$ cat src/design/dfd_pkg.sv
// Package for the delimiter frame decoder: register indexes, delimiter
// modes, byte constants and the word types passed between front and back.
// No dependencies.
package dfd_pkg;

  localparam int unsigned BYTE_W = 8;
  localparam int unsigned LEN_W  = 16;
  localparam int unsigned MODE_W = 3;
  localparam int unsigned IDX_W  = 2;

  localparam logic [IDX_W-1:0] REG_DELIM_MODE    = 2'd0;
  localparam logic [IDX_W-1:0] REG_MAX_FRAME_LEN = 2'd1;
  localparam logic [IDX_W-1:0] REG_STRIP_DELIM   = 2'd2;

  localparam logic [MODE_W-1:0] MODE_LINE = 3'd0;
  localparam logic [MODE_W-1:0] MODE_NUL  = 3'd1;
  localparam logic [MODE_W-1:0] MODE_CR   = 3'd2;
  localparam logic [MODE_W-1:0] MODE_LF   = 3'd3;
  localparam logic [MODE_W-1:0] MODE_CRLF = 3'd4;

  localparam logic [BYTE_W-1:0] CH_CR  = 8'h0D;
  localparam logic [BYTE_W-1:0] CH_LF  = 8'h0A;
  localparam logic [BYTE_W-1:0] CH_NUL = 8'h00;

  localparam logic [LEN_W-1:0]  MAX_LEN_RESET = 16'd8192;

  typedef enum logic [1:0] {
    KIND_NONE,
    KIND_DATA,
    KIND_DONE
  } kind_t;

  // One classified input byte: an optional released CR, then one action.
  typedef struct packed {
    logic              rel_cr;
    kind_t             kind;
    logic [BYTE_W-1:0] data;
    logic              crlf;
  } op_t;

  typedef struct packed {
    logic [BYTE_W-1:0] data;
    logic              byte_valid;
    logic              frame_end;
    logic              frame_error;
  } res_t;

endpackage

$ cat src/design/dfd_front.sv
// Front end of the delimiter frame decoder: accepts bytes, tracks a held
// CR and classifies each byte into an operation word for the queue.
// Depends on dfd_pkg.
module dfd_front (
  input  logic                           clk,
  input  logic                           rst,
  input  logic [dfd_pkg::MODE_W-1:0]     delim_mode,
  input  logic                           in_valid,
  input  logic [dfd_pkg::BYTE_W-1:0]     in_byte,
  output logic                           in_ready,
  output logic                           push,
  output dfd_pkg::op_t                   push_op,
  input  logic                           queue_ready
);
  import dfd_pkg::*;

  logic              cr_pending;
  logic              cr_pending_next;
  logic              holds_cr;
  logic              line_mode;
  logic [BYTE_W-1:0] delim_byte;

  assign in_ready = queue_ready;
  assign push     = in_valid && queue_ready;

  // Line and CRLF modes hold a CR back; unused codes behave as line mode.
  assign holds_cr  = (delim_mode == MODE_LINE) || (delim_mode >= MODE_CRLF);
  assign line_mode = (delim_mode == MODE_LINE) || (delim_mode > MODE_CRLF);

  always_comb begin
    unique case (delim_mode)
      MODE_NUL: delim_byte = CH_NUL;
      MODE_CR:  delim_byte = CH_CR;
      default:  delim_byte = CH_LF;
    endcase
  end

  always_comb begin
    push_op.rel_cr  = 1'b0;
    push_op.kind    = KIND_DATA;
    push_op.data    = in_byte;
    push_op.crlf    = 1'b0;
    cr_pending_next = 1'b0;
    if (cr_pending && holds_cr && in_byte == CH_LF) begin
      push_op.kind = KIND_DONE;
      push_op.crlf = 1'b1;
    end else begin
      push_op.rel_cr = cr_pending;
      if (holds_cr) begin
        if (in_byte == CH_CR) begin
          push_op.kind    = KIND_NONE;
          cr_pending_next = 1'b1;
        end else if (line_mode && in_byte == CH_LF) begin
          push_op.kind = KIND_DONE;
        end
      end else if (in_byte == delim_byte) begin
        push_op.kind = KIND_DONE;
      end
    end
  end

  always_ff @(posedge clk) begin
    if (rst) begin
      cr_pending <= 1'b0;
    end else if (push) begin
      cr_pending <= cr_pending_next;
    end
  end

endmodule

$ cat src/design/dfd_queue.sv
// Short queue of operation words between the front and back ends of the
// delimiter frame decoder. Depends on dfd_pkg.
module dfd_queue #(
  parameter int unsigned DEPTH = 4
) (
  input  logic         clk,
  input  logic         rst,
  input  logic         push,
  input  dfd_pkg::op_t push_op,
  output logic         push_ready,
  input  logic         pop,
  output dfd_pkg::op_t pop_op,
  output logic         pop_valid
);
  import dfd_pkg::*;

  localparam int unsigned AW = (DEPTH > 1) ? $clog2(DEPTH) : 1;
  localparam int unsigned CW = $clog2(DEPTH + 1);
  localparam logic [AW-1:0] LAST = AW'(DEPTH - 1);

  op_t           entries [DEPTH];
  logic [AW-1:0] wr_ptr;
  logic [AW-1:0] rd_ptr;
  logic [CW-1:0] count;
  logic          do_push;
  logic          do_pop;

  assign push_ready = (count != CW'(DEPTH));
  assign pop_valid  = (count != '0);
  assign pop_op     = entries[rd_ptr];
  assign do_push    = push && push_ready;
  assign do_pop     = pop && pop_valid;

  always_ff @(posedge clk) begin
    if (do_push) begin
      entries[wr_ptr] <= push_op;
    end
  end

  always_ff @(posedge clk) begin
    if (rst) begin
      wr_ptr <= '0;
      rd_ptr <= '0;
      count  <= '0;
    end else begin
      if (do_push) begin
        wr_ptr <= (wr_ptr == LAST) ? '0 : wr_ptr + 1'b1;
      end
      if (do_pop) begin
        rd_ptr <= (rd_ptr == LAST) ? '0 : rd_ptr + 1'b1;
      end
      if (do_push && !do_pop) begin
        count <= count + 1'b1;
      end else if (do_pop && !do_push) begin
        count <= count - 1'b1;
      end
    end
  end

endmodule

$ cat src/design/dfd_back.sv
// Back end of the delimiter frame decoder: executes operation words,
// keeps the frame length and discard state, and holds up to two results
// in an output buffer. Depends on dfd_pkg.
module dfd_back (
  input  logic                        clk,
  input  logic                        rst,
  input  logic [dfd_pkg::LEN_W-1:0]   max_frame_len,
  input  logic                        strip_delim,
  input  logic                        op_valid,
  input  dfd_pkg::op_t                op,
  output logic                        op_pop,
  output logic                        out_valid,
  output dfd_pkg::res_t               out_res,
  input  logic                        out_ready
);
  import dfd_pkg::*;

  logic [LEN_W-1:0] frame_count;
  logic             discarding;
  logic [LEN_W-1:0] frame_count_next;
  logic             discarding_next;
  res_t             res [2];
  logic [1:0]       res_n;
  res_t             slot0;
  res_t             slot1;
  logic [1:0]       fill;
  logic             taken;

  // Up to two actions per word: a released CR, then the byte's own action.
  always_comb begin
    frame_count_next = frame_count;
    discarding_next  = discarding;
    res[0] = '0;
    res[1] = '0;
    res_n  = 2'd0;
    if (op.rel_cr && !discarding_next) begin
      if (frame_count_next >= max_frame_len) begin
        discarding_next = 1'b1;
      end else begin
        frame_count_next = frame_count_next + 1'b1;
        res[0] = '{data: CH_CR, byte_valid: 1'b1, frame_end: 1'b0, frame_error: 1'b0};
        res_n  = 2'd1;
      end
    end
    unique case (op.kind)
      KIND_DATA: begin
        if (!discarding_next) begin
          if (frame_count_next >= max_frame_len) begin
            discarding_next = 1'b1;
          end else begin
            frame_count_next = frame_count_next + 1'b1;
            res[res_n[0]] = '{data: op.data, byte_valid: 1'b1, frame_end: 1'b0,
                              frame_error: 1'b0};
            res_n = res_n + 2'd1;
          end
        end
      end
      KIND_DONE: begin
        if (discarding_next) begin
          res[res_n[0]] = '{data: '0, byte_valid: 1'b0, frame_end: 1'b1, frame_error: 1'b1};
          res_n = res_n + 2'd1;
        end else if (strip_delim) begin
          res[res_n[0]] = '{data: '0, byte_valid: 1'b0, frame_end: 1'b1, frame_error: 1'b0};
          res_n = res_n + 2'd1;
        end else begin
          if (op.crlf) begin
            res[0] = '{data: CH_CR, byte_valid: 1'b1, frame_end: 1'b0, frame_error: 1'b0};
            res_n  = 2'd1;
          end
          res[res_n[0]] = '{data: op.data, byte_valid: 1'b1, frame_end: 1'b1,
                            frame_error: 1'b0};
          res_n = res_n + 2'd1;
        end
        frame_count_next = '0;
        discarding_next  = 1'b0;
      end
      default: begin
      end
    endcase
  end

  assign out_valid = (fill != 2'd0);
  assign out_res   = slot0;
  assign taken     = out_valid && out_ready;
  // A new word is taken once the buffer drains this cycle.
  assign op_pop    = op_valid && ((fill == 2'd0) || (fill == 2'd1 && taken));

  always_ff @(posedge clk) begin
    if (op_pop) begin
      slot0 <= res[0];
      slot1 <= res[1];
    end else if (taken) begin
      slot0 <= slot1;
    end
  end

  always_ff @(posedge clk) begin
    if (rst) begin
      fill        <= 2'd0;
      frame_count <= '0;
      discarding  <= 1'b0;
    end else begin
      if (op_pop) begin
        fill        <= res_n;
        frame_count <= frame_count_next;
        discarding  <= discarding_next;
      end else if (taken) begin
        fill <= fill - 2'd1;
      end
    end
  end

endmodule

$ cat src/design/delimiter_frame_decoder_unit.sv
// Delimiter frame decoder: cuts a byte stream into frames at a chosen
// delimiter, passing frame bytes straight through.
//
// Input stream (s_*): one raw byte per word in s_tdata.
// Output stream (m_*): m_tdata carries the frame byte, m_tuser[0] says a
// byte is present (0 is a bare end marker), m_tuser[1] flags a frame that
// went past the maximum length, and m_tlast marks the last word of a frame.
// Configuration port (cfg_*): index 0 delimiter mode, 1 maximum frame
// length, 2 delimiter strip; cfg_ready is always high, other indexes are
// ignored. Write it only while the block is idle.
// An accepted byte is registered in the operation queue and then in the
// output buffer. One byte is taken per cycle while the queue has room; a
// byte that yields two words (a released CR plus a byte, or CR LF passed
// on) holds the output port for both, since it moves one word a cycle.
// A stalled receiver fills the output buffer and then the operation queue
// (QUEUE_DEPTH words) before s_tready drops. Reset empties the queue and
// buffer, drops any held CR and loads mode line, length 8192, strip on.
// Depends on dfd_pkg, dfd_front, dfd_queue and dfd_back.
module delimiter_frame_decoder_unit #(
  parameter int unsigned QUEUE_DEPTH = 4
) (
  input  logic                          clk,
  input  logic                          rst,
  input  logic                          s_tvalid,
  output logic                          s_tready,
  input  logic [7:0]                    s_tdata,   // [7:0] in_byte
  output logic                          m_tvalid,
  input  logic                          m_tready,
  output logic [7:0]                    m_tdata,   // [7:0] out_byte
  output logic [1:0]                    m_tuser,   // [0] byte_valid, [1] frame_error
  output logic                          m_tlast,   // frame_end
  input  logic                          cfg_valid,
  output logic                          cfg_ready,
  input  logic [dfd_pkg::IDX_W-1:0]     cfg_index,
  input  logic [dfd_pkg::LEN_W-1:0]     cfg_data
);
  import dfd_pkg::*;

  logic [MODE_W-1:0] delim_mode;
  logic [LEN_W-1:0]  max_frame_len;
  logic              strip_delim;
  logic              push;
  op_t               push_op;
  logic              queue_ready;
  logic              pop;
  op_t               pop_op;
  logic              pop_valid;
  res_t              out_res;

  assign cfg_ready = 1'b1;

  always_ff @(posedge clk) begin
    if (rst) begin
      delim_mode    <= MODE_LINE;
      max_frame_len <= MAX_LEN_RESET;
      strip_delim   <= 1'b1;
    end else if (cfg_valid) begin
      unique case (cfg_index)
        REG_DELIM_MODE:    delim_mode    <= cfg_data[MODE_W-1:0];
        REG_MAX_FRAME_LEN: max_frame_len <= cfg_data;
        REG_STRIP_DELIM:   strip_delim   <= cfg_data[0];
        default: begin
        end
      endcase
    end
  end

  dfd_front u_front (
    .clk         (clk),
    .rst         (rst),
    .delim_mode  (delim_mode),
    .in_valid    (s_tvalid),
    .in_byte     (s_tdata),
    .in_ready    (s_tready),
    .push        (push),
    .push_op     (push_op),
    .queue_ready (queue_ready)
  );

  dfd_queue #(
    .DEPTH (QUEUE_DEPTH)
  ) u_queue (
    .clk        (clk),
    .rst        (rst),
    .push       (push),
    .push_op    (push_op),
    .push_ready (queue_ready),
    .pop        (pop),
    .pop_op     (pop_op),
    .pop_valid  (pop_valid)
  );

  dfd_back u_back (
    .clk           (clk),
    .rst           (rst),
    .max_frame_len (max_frame_len),
    .strip_delim   (strip_delim),
    .op_valid      (pop_valid),
    .op            (pop_op),
    .op_pop        (pop),
    .out_valid     (m_tvalid),
    .out_res       (out_res),
    .out_ready     (m_tready)
  );

  assign m_tdata = out_res.data;
  assign m_tuser = {out_res.frame_error, out_res.byte_valid};
  assign m_tlast = out_res.frame_end;

endmodule

$ cat config.mk
export PLATFORM = sky130hd
export DESIGN_NAME = delimiter_frame_decoder_unit
export DESIGN_NICKNAME = d
export VERILOG_FILES = /design/src/design/dfd_pkg.sv /design/src/design/dfd_front.sv /design/src/design/dfd_queue.sv /design/src/design/dfd_back.sv /design/src/design/delimiter_frame_decoder_unit.sv
export SDC_FILE = /design/constraint.sdc
export NUM_CORES = 1
export LEC_CHECK = 0
export ABC_AREA = 0
export BUFFER_PORTS_ARGS = -buffer_cell sky130_fd_sc_hd__buf_2
export CORE_UTILIZATION = 54
export CTS_BUF_LIST = sky130_fd_sc_hd__clkbuf_16
export DETAILED_ROUTE_END_ITERATION = 6
export PLACE_DENSITY = 0.81
export SYNTH_ARGS = -nofsm -noshare
export SYNTH_HDL_FRONTEND = slang
export SYNTH_HIERARCHICAL = 1
export SYNTH_SLANG_ARGS = --single-unit
$ cat constraint.sdc
create_clock -name clk -period 5.86 [get_ports clk]
set_clock_uncertainty 0.2 [all_clocks]
set_input_delay 0.586 -clock clk [delete_from_list [all_inputs] [get_ports clk]]
set_output_delay 0.586 -clock clk [all_outputs]
set_load 0.01 [all_outputs]
# Yosys cells after proc, flatten, opt, wreduce, memory -nomap -nowiden
# Memories as Yosys holds them, arrays and structs flattened. A register that Yosys moved wholly into a read port is not among the register bits.
# Index checks and enable logic that the tools add are counted.
# classes
reduce_logical	30
n_eq_ne	13
muxes	61
n_lt_le_gt_ge	8
n_bitwise	8
add_sub_neg	9
# op_table
cell	n
11-bit 2-to-1 mux	9
22-bit 2-to-1 mux	4
16-bit 2-to-1 mux	4
22-bit bitwise mux	2
22-bit one-hot mux with 2 select lines	1
2-bit 2-to-1 mux	20
16-bit by 1-bit adder with 16-bit output (second input constant)	2
16-bit greater-or-equal comparator	2
16-bit one-hot mux with 2 select lines	1
11-bit demux with 1-bit select	2
20-bit AND	1
20-bit inverter	1
18-bit AND	1
18-bit inverter	1
8-bit by 4-bit equality test with 1-bit output (second input constant)	2
1-bit logical AND	14
1-bit 2-to-1 mux	12
2-bit by 1-bit adder with 2-bit output (second input constant)	4
2-bit equality test (second input constant)	4
8-bit by 4-bit equality test with 1-bit output	1
4-bit one-hot mux with 2 select lines	1
7-bit 2-to-1 mux	1
2-bit by 1-bit equality test with 1-bit output (second input constant)	3
3-bit 2-to-1 mux	2
other kinds (22)	34
# word_totals
ram_bits	48
inputBits	31
mem_count	1
out_inout_bits	14
regBits	69
# mem_list
memory	words	word_bits	rd	rd_clocked_by_memory_dff	wr	line_no	source
u_queue.entries	4	12	1	1	1	dfd_queue.sv:21	op_t entries [DEPTH];

# Logic depth before layout (Yosys ltp)
# Gate-level depths: netlist (run 1).
# logic_depth
word_depth	17
mapped_depth	21
mapped_depth_nobuf	21

# By module
# Netlist (run 1), hierarchy kept.
# by_module_without_submodules
mod	seq_area_each_um2	n_inst	area_per_inst_um2	cells_per_inst
dfd_back	1041.0	1	3525.9	406
dfd_queue	1621.6	1	2207.1	110
delimiter_frame_decoder_unit	400.4	1	902.1	89
dfd_front	20.0	1	289.0	40

# Worst setup path before layout (run 1)
# Ideal clock, no wire load.
# synth_path
path_kind	reg-to-reg
start	register u_back.frame_count[1]
end	register u_back.frame_count[10]
setup_ns	0.122
required_time_ns	5.538
stages_incl_launch_ff	19
t_arrival_ns	4.359
setup_slack_ns	1.179
synth_period_minus_slack_ns	4.681
cell_sequence	dfxtp_1 ha_1 nor2b_1 o211a_1 o311ai_4 nand3_2 inv_2 nand3_1 xnor2_1 ha_1 and3_1 a211oi_1 o211a_1 o41ai_1 nor3_2 nand3_1 o31ai_1 nor2_1 a221o_1
# synth_between
elab_chain_len	7
# synth_rtl
element	line_no	source
start, declared	dfd_back.sv:18	logic [LEN_W-1:0] frame_count;
start signal, assigned	dfd_back.sv:105	frame_count <= frame_count_next;
16-bit by 1-bit adder with 16-bit output or 16-bit greater-or-equal comparator (tied branches)	dfd_back.sv:40, dfd_back.sv:37	
16-bit 2-to-1 mux	dfd_back.sv:37	if (frame_count_next >= max_frame_len) begin
16-bit 2-to-1 mux	dfd_back.sv:36	if (op.rel_cr && !discarding_next) begin
16-bit by 1-bit adder with 16-bit output or 16-bit greater-or-equal comparator (tied branches)	dfd_back.sv:51, dfd_back.sv:48	
16-bit 2-to-1 mux	dfd_back.sv:48	if (frame_count_next >= max_frame_len) begin
16-bit 2-to-1 mux	dfd_back.sv:47	if (!discarding_next) begin
16-bit one-hot mux with 2 select lines *	dfd_back.sv:45	unique case (op.kind)
# Every way passes the cells marked *; elsewhere a longest branch is shown, timed or not.
# A chain may end at the register's enable or synchronous reset.

# Final worst setup path (run 1)
# Ends and elaborated chain as after synthesis.

==> flow_summary.toml, run 1 <==
[timing]
rsz0062_at_grt = "yes"
worstMarginPinSlew_ns = 1.03
fmax_mhz = 178
final_hold_viol_count = 0
layout_setup_ws_ns = 0.231
max_slew_margin_pct = 31.1
fin_crit_ns = 5.63
finalSetupViolCount = 0
fin_setup_tns_ns = 0
slew_viol_final = 0
min_period_over_period_pct = 96.1

[grt]
global_route.usage.met3_pct = 4.85
grtUsageTotal_pct = 25.2
grt.met1_usage_pct = 33.4
grt_pass1_wl_um = 25400
gr-usage-met2_pct = 39.1
top_usage_layer = "met2"
grt_max_degree = 59
grt_pass1_vias = 5218
grt_remaining_overflow = 0
antenna_found_initial = 0

[power]
pwr-share-clk_pct = 32.3
power.density_mw_per_mm2 = 425
p_leak_nw = 2.98
p_seq_share_pct = 35.0
peakVddDrop_mv = 0.251
design_power_total_w = 0.00333
swShare_pct = 33.2
power_frac_comb_pct = 32.7
power.internal_w = 0.00222
p_sw_w = 0.00111

[synth]
synthCells = 645
ys_async_sr_fraction_pct = 0
synth_edf_count = 70
yosysMostFrequentCell = "edfxtp_1"
synth-main-ff-cell = "edfxtp_1"
ys_types = 78
synth.ff_latch_count = 119
synthesis.area_mm2 = 0.00692
yosysSeqAreaShare_pct = 44.5
yosysTopAreaCellShare_pct = 30.4
syn_nets = 724
syn_area_per_cell_um2 = 10.7
netlist_top_cells_count = "edfxtp_1 (70), nand2_1 (51), dfxtp_1 (49)"
yosys-top-cells-area = "edfxtp_1 (30%), dfxtp_1 (14%), ha_1 (8.5%), mux4_2 (3.9%), mux2i_1 (3.8%)"
yosys.area.top_type = "edfxtp_1"
yosysWarnings = 6

[clock_network]
post_cts.repair.setup_buffers = 0
cts_buffers = 17
cts.sinks = 119
clockBufferDepth = 2
clkTransAtPathRegs_ns = 0.05
clk_latency_ns = 0.42
clockRootBuffer = "clkbuf_16"
cts_max_level = 4
tritoncts = "yes"

[drt]
drt_iter0_drc = 380
wl_per_cell_um = 17.9
drc = 0
ant_nets = 0
avgViaCountPerCell = 5.99
finalWirelength_um = 15400
firstDrtPassIters = 5
vias = 5160

[critical_path]
worstSetupPathType = "reg2reg"
r2r-start = "u_back/frame_count[1]"
cp-end-kind = "flip-flop"
worstPathMaxFanout = 10
rr_worst_depth = 19
crit_start = "u_back/frame_count[1]"
cp.required_ns = 5.95
r2r_slack_ns = 0.23
cp_data_arrival_time_ns = 5.72
reg2reg_to = "u_back/frame_count[10]"
critical-path-max-stage-delay_ns = 0.49
cp_cell_sequence = "ha_1 > nor2b_1 > o211a_1 > o311ai_4 > nand3_2 > inv_2 > nand2_1 > xnor2_1 > ha_1 > and3_1 > a211oi_1 > o211a_1 > o41ai_2 > nor3_2 > buf_4 > nand3_1 > o31ai_2 > nor2_1 > a221o_1"
crit_end = "u_back/frame_count[10]"
cpMaxStageDelayCell = "dfxtp_1"
worstSetupStartpointType = "flip-flop"

[finish]
num-nets-final = 759
drive_gt1_share_pct = 17.6
fin_util_pct = 63.9
num_antenna_cells = 0
syn_to_final_growth_pct = 13.1

[run]
cap_viol_max_count = 0

[floorplan]
dieArea_mm2 = 0.0133
rows = 40
placeableCoreArea_mm2 = 0.0123
die_height_um = 115
die_w_um = 115
pin_count = 45
start_util_pct = 56.5

[place]
globalplace.congestion = 0.975
dp_hpwl_um = 10900
io_buffers = 43
pre_cts_slack_ns = 0.233

[hold_path]
whs_path_depth = 3
hold_class = "in2reg"

[run_status]
outcome = "finished clean"
==> through the flow <==
step	cells	hold WS, ns	cell area [um^2]
after floorplan	645	0.249	6920
after CTS	861	0.215	7810
final	861	0.228	7830
after global routing	861	0.229	7830
after global placement	829	0.261	7190
after detailed placement	829	0.271	7190
==> critical path: cells and delay by family (launching register included) <==
family / cells / cell delay, ns
fa+ha+maj: 2 / 0.63
flops: 1 / 0.49
buf+inv: 2 / 0.47
compound gates: 7 / 1.97
simple gates: 7 / 1.36
xor+xnor: 1 / 0.36
==> registers in the layout, summed over array words and instances, names as in the netlist, named ones only <==
signal / cells
delim_mode: 3
max_frame_len: 16
strip_delim: 1
u_back/discarding: 1
u_back/fill: 2
u_back/frame_count: 16
u_back/out_res: 11
u_back/slot1: 11
u_front/cr_pending: 1
u_queue/count: 3
u_queue/entries: 48
u_queue/rd_ptr: 2
u_queue/wr_ptr: 2
==> cells by family (layout without fill, tap and decap cells) <==
logic type	count (synthesis)	count (layout)	synth area share, %
compound gates	106	106	11.1
fa+ha+maj	48	48	8.78
mux	40	40	7.99
simple gates	231	231	19.2
xor+xnor	27	27	3.42
flops	119	119	44.5
buf+inv	72	120	4.90
other cells	2	2	0.108
==> placed cells by master (no fill, tap or decap), types with 5 or more instances in the layout <==
cell and n:
a21oi_1 19, a211oi_1 7, ha_1 47, a32o_1 6, buf_2 43, nand4_1 11, nor4_1 5, nor2_1 37
nand2_1 51, mux2i_1 26, o21ai_1 5, o21ai_0 17, clkbuf_16 17, a31oi_1 5, edfxtp_1 70, xor2_1 8
inv_1 41, o21bai_1 6, and3_2 5, nand2b_1 40, xnor2_1 19, nand3_1 13, nor2b_1 5, dfxtp_1 49
nor3b_1 14, mux4_2 12, nor3_1 13
==> timing repair <==
action	CTS	global route
hold buffers	0	0
setup endpoints to repair	0	15
gates resized for setup	0	4
==> per-layer routing <==
metal  vias to the layer above  share of wire [%]
met5                         -                  0
met4                         0                2.7
li1                       2433                  -
met1                      2470                 44
met2                       220                 46
met3                        37                7.0
==> layout make-up <==
class                           instances  area, um^2
Sequential cell                       119        3080
Inverter                               41         154
Fill cell                             913        4430
Tap cell                              168         210
Clock inverter                         15         186
Multi-Input combinational cell        454        3530
Timing Repair Buffer                   47         245
Clock buffer                           17         425
==> power groups by stage <==
stage          clock (W)  sequential, W  combinational (W)
6_report         0.00107        0.00117            0.00109
5_1_grt          0.00112        0.00118            0.00119
4_1_cts          0.00108        0.00117            0.00108
3_5_place_dp           0        0.00118            0.00106
3_3_place_gp           0        0.00117            0.00102
2_1_floorplan          0        0.00119           0.000758
==> worst min-delay path by stage <==
stage	from	end	slack, ns
3_5_place_dp	max_frame_len[8]	max_frame_len[8]	0.27
3_3_place_gp	max_frame_len[4]	max_frame_len[4]	0.26
2_1_floorplan	max_frame_len[11]	max_frame_len[11]	0.25
5_1_grt	s_tdata[6]	u_queue/entries[3][7]	0.23
4_1_cts	cfg_data[7]	max_frame_len[7]	0.22
6_report	cfg_data[7]	max_frame_len[7]	0.23
Note: power is estimated with default switching activity, not from simulation.
==> run 2, diff against run 1 <==
- CORE_UTILIZATION: 54 -> 55
- PLACE_DENSITY: 0.81 -> 0.82
==> flow_summary.toml, run 2 (synthesis results as in run 1) <==
[timing]
slew_viol_final = 0
worstMarginPinSlew_ns = 0.943
min_period_over_period_pct = 97.1
max_slew_margin_pct = 37.1
rsz0062_at_grt = "no"
fin_crit_ns = 5.69
fin_setup_tns_ns = 0
final_hold_viol_count = 0
finalSetupViolCount = 0
fmax_mhz = 176

[finish]
reg_top3 = "u_queue/entries x48, max_frame_len x16, u_back/frame_count x16"
drive_gt1_share_pct = 17.6
stdcell_count = 862
final_common_cell = "edfxtp_1"
syn_to_final_growth_pct = 13.0
top_register = "u_queue/entries"
num-nets-final = 761
largest_register_ffs = 48
num_antenna_cells = 0
final_cell_mix = "edfxtp_1 (70), nand2_1 (51), dfxtp_1 (49), ha_1 (47), buf_2 (43)"
n_fill_cell = 893

[critical_path]
worstSetupStartpointType = "flip-flop"
critical-path-max-stage-delay_ns = 0.57
cp_cell_sequence = "ha_1 > nor2b_1 > o211a_1 > o311ai_4 > nand3_2 > inv_2 > nand2_1 > xnor2_1 > inv_1 > ha_1 > o211ai_1 > o211a_1 > o41ai_1 > nor2_1 > nand2_1 > o21ai_0 > nor4b_1 > buf_4 > a32o_1"
cp_data_arrival_time_ns = 5.64
r2r-start = "u_back/frame_count[1]"
cpMaxStageDelayCell = "o41ai_1"
worstPathMaxFanout = 10
cp-end-kind = "flip-flop"
cp.required_ns = 5.81
rr_worst_depth = 19
crit_start = "u_back/frame_count[1]"
worstSetupPathType = "reg2reg"

[clock_network]
postCtsHoldBufs = 0
clockRootBuffer = "clkbuf_16"
clkTransAtPathRegs_ns = 0.06
cts.sinks = 119
clk_latency_ns = 0.41
cts_max_level = 4
cts_buffers = 17
tritoncts = "yes"
clockBufferDepth = 2

[power]
p_leak_nw = 2.98
power.density_mw_per_mm2 = 430
peakVddDrop_mv = 0.203

[place]
io_buffers = 43
dp_hpwl_um = 10800
globalplace.congestion = 0.962
dp.cells = 830

[drt]
wl_met1_um = 6610
drt_iter0_drc = 430
wl_per_cell_um = 18.5
drc = 1
routed-wl-met2_um = 7540
avgViaCountPerCell = 6.12
firstDrtPassIters = 7
finalWirelength_um = 16000
top_layer = "met4"
wl_met3_um = 1350
vias = 5274
ant_nets = 0

[hold_path]
whs_path_depth = 3
holdCritStartpoint = "cfg_data[9]"
hold_class = "in2reg"

[floorplan]
rows = 40
dieArea_mm2 = 0.0130
pin_count = 45
die_w_um = 114
start_util_pct = 56.9
placeableCoreArea_mm2 = 0.0122
die_height_um = 114

[grt]
grtUsageTotal_pct = 25.9
grt_pass1_vias = 5112
grt_remaining_overflow = 0
antenna_found_initial = 0
grt_max_degree = 59
grt_pass1_wl_um = 25700

[run_status]
outcome = "finished with violations"
violations = "design-rule violations"

[run]
cap_viol_max_count = 0
-- run 2: worst paths after layout --
check / to / slack, ns
worst max register to register: u_back/out_res[7] / 0.17
worst max-delay path: u_back/out_res[7] / 0.17
worst min-delay path: max_frame_len[9] / 0.23
worst min register to register: max_frame_len[4] / 0.28
-- run 2: final cells by class --
type | count | area, um^2 | area share (%)
timing repair buffer | 49 | 260 | 3.33
sequential | 119 | 3080 | 39.4
multi-input combinational | 454 | 3510 | 44.8
tap | 168 | 210 | 2.69
inverter | 41 | 154 | 1.97
clock inverter | 14 | 184 | 2.35
clock buffer | 17 | 425 | 5.44
-- run 2: worst max-delay path: cells and delay by family (launching register included) --
family | cells | cell delay (ns)
DFF | 1 | 0.49
AOI/OAI and AO/OA | 7 | 1.98
xor gates and xnor gates | 1 | 0.44
buffers and inverters | 3 | 0.56
and+or+nand+nor | 6 | 1.15
adders and majority gates | 2 | 0.61
-- run 2: where the power goes --
part / internal [W] / switching [W]
Sequential: 0.00110 / 0.0000694
Combinational: 0.000433 / 0.000682
Clock: 0.000705 / 0.000373
-- run 2: metal layers --
layer  vias up  global-route usage [%]
met5         -                       0
met1      2514                    32.6
met3        48                    6.41
met4         0                    12.2
li1       2443                       -
met2       269                    42.0
-- run 2: repair_timing --
action,4_1_cts,5_1_grt
setup endpoints to repair,0,11
setup buffers,0,1
gates resized for setup,0,1
-- run 2: per-stage QoR --
step                      hold slack [ns]  area, um^2  setup WS [ns]  util, %  total power, W
after floorplan                     0.249        6920           1.18        -         0.00194
after global placement              0.261        7200          0.638     59.2         0.00219
after detailed placement            0.267        7200          0.288     59.2         0.00223
after CTS                           0.222        7810          0.179     64.2         0.00334
after global routing                0.227        7820         0.0581     64.3         0.00351
final                               0.232        7820          0.169     64.3         0.00336
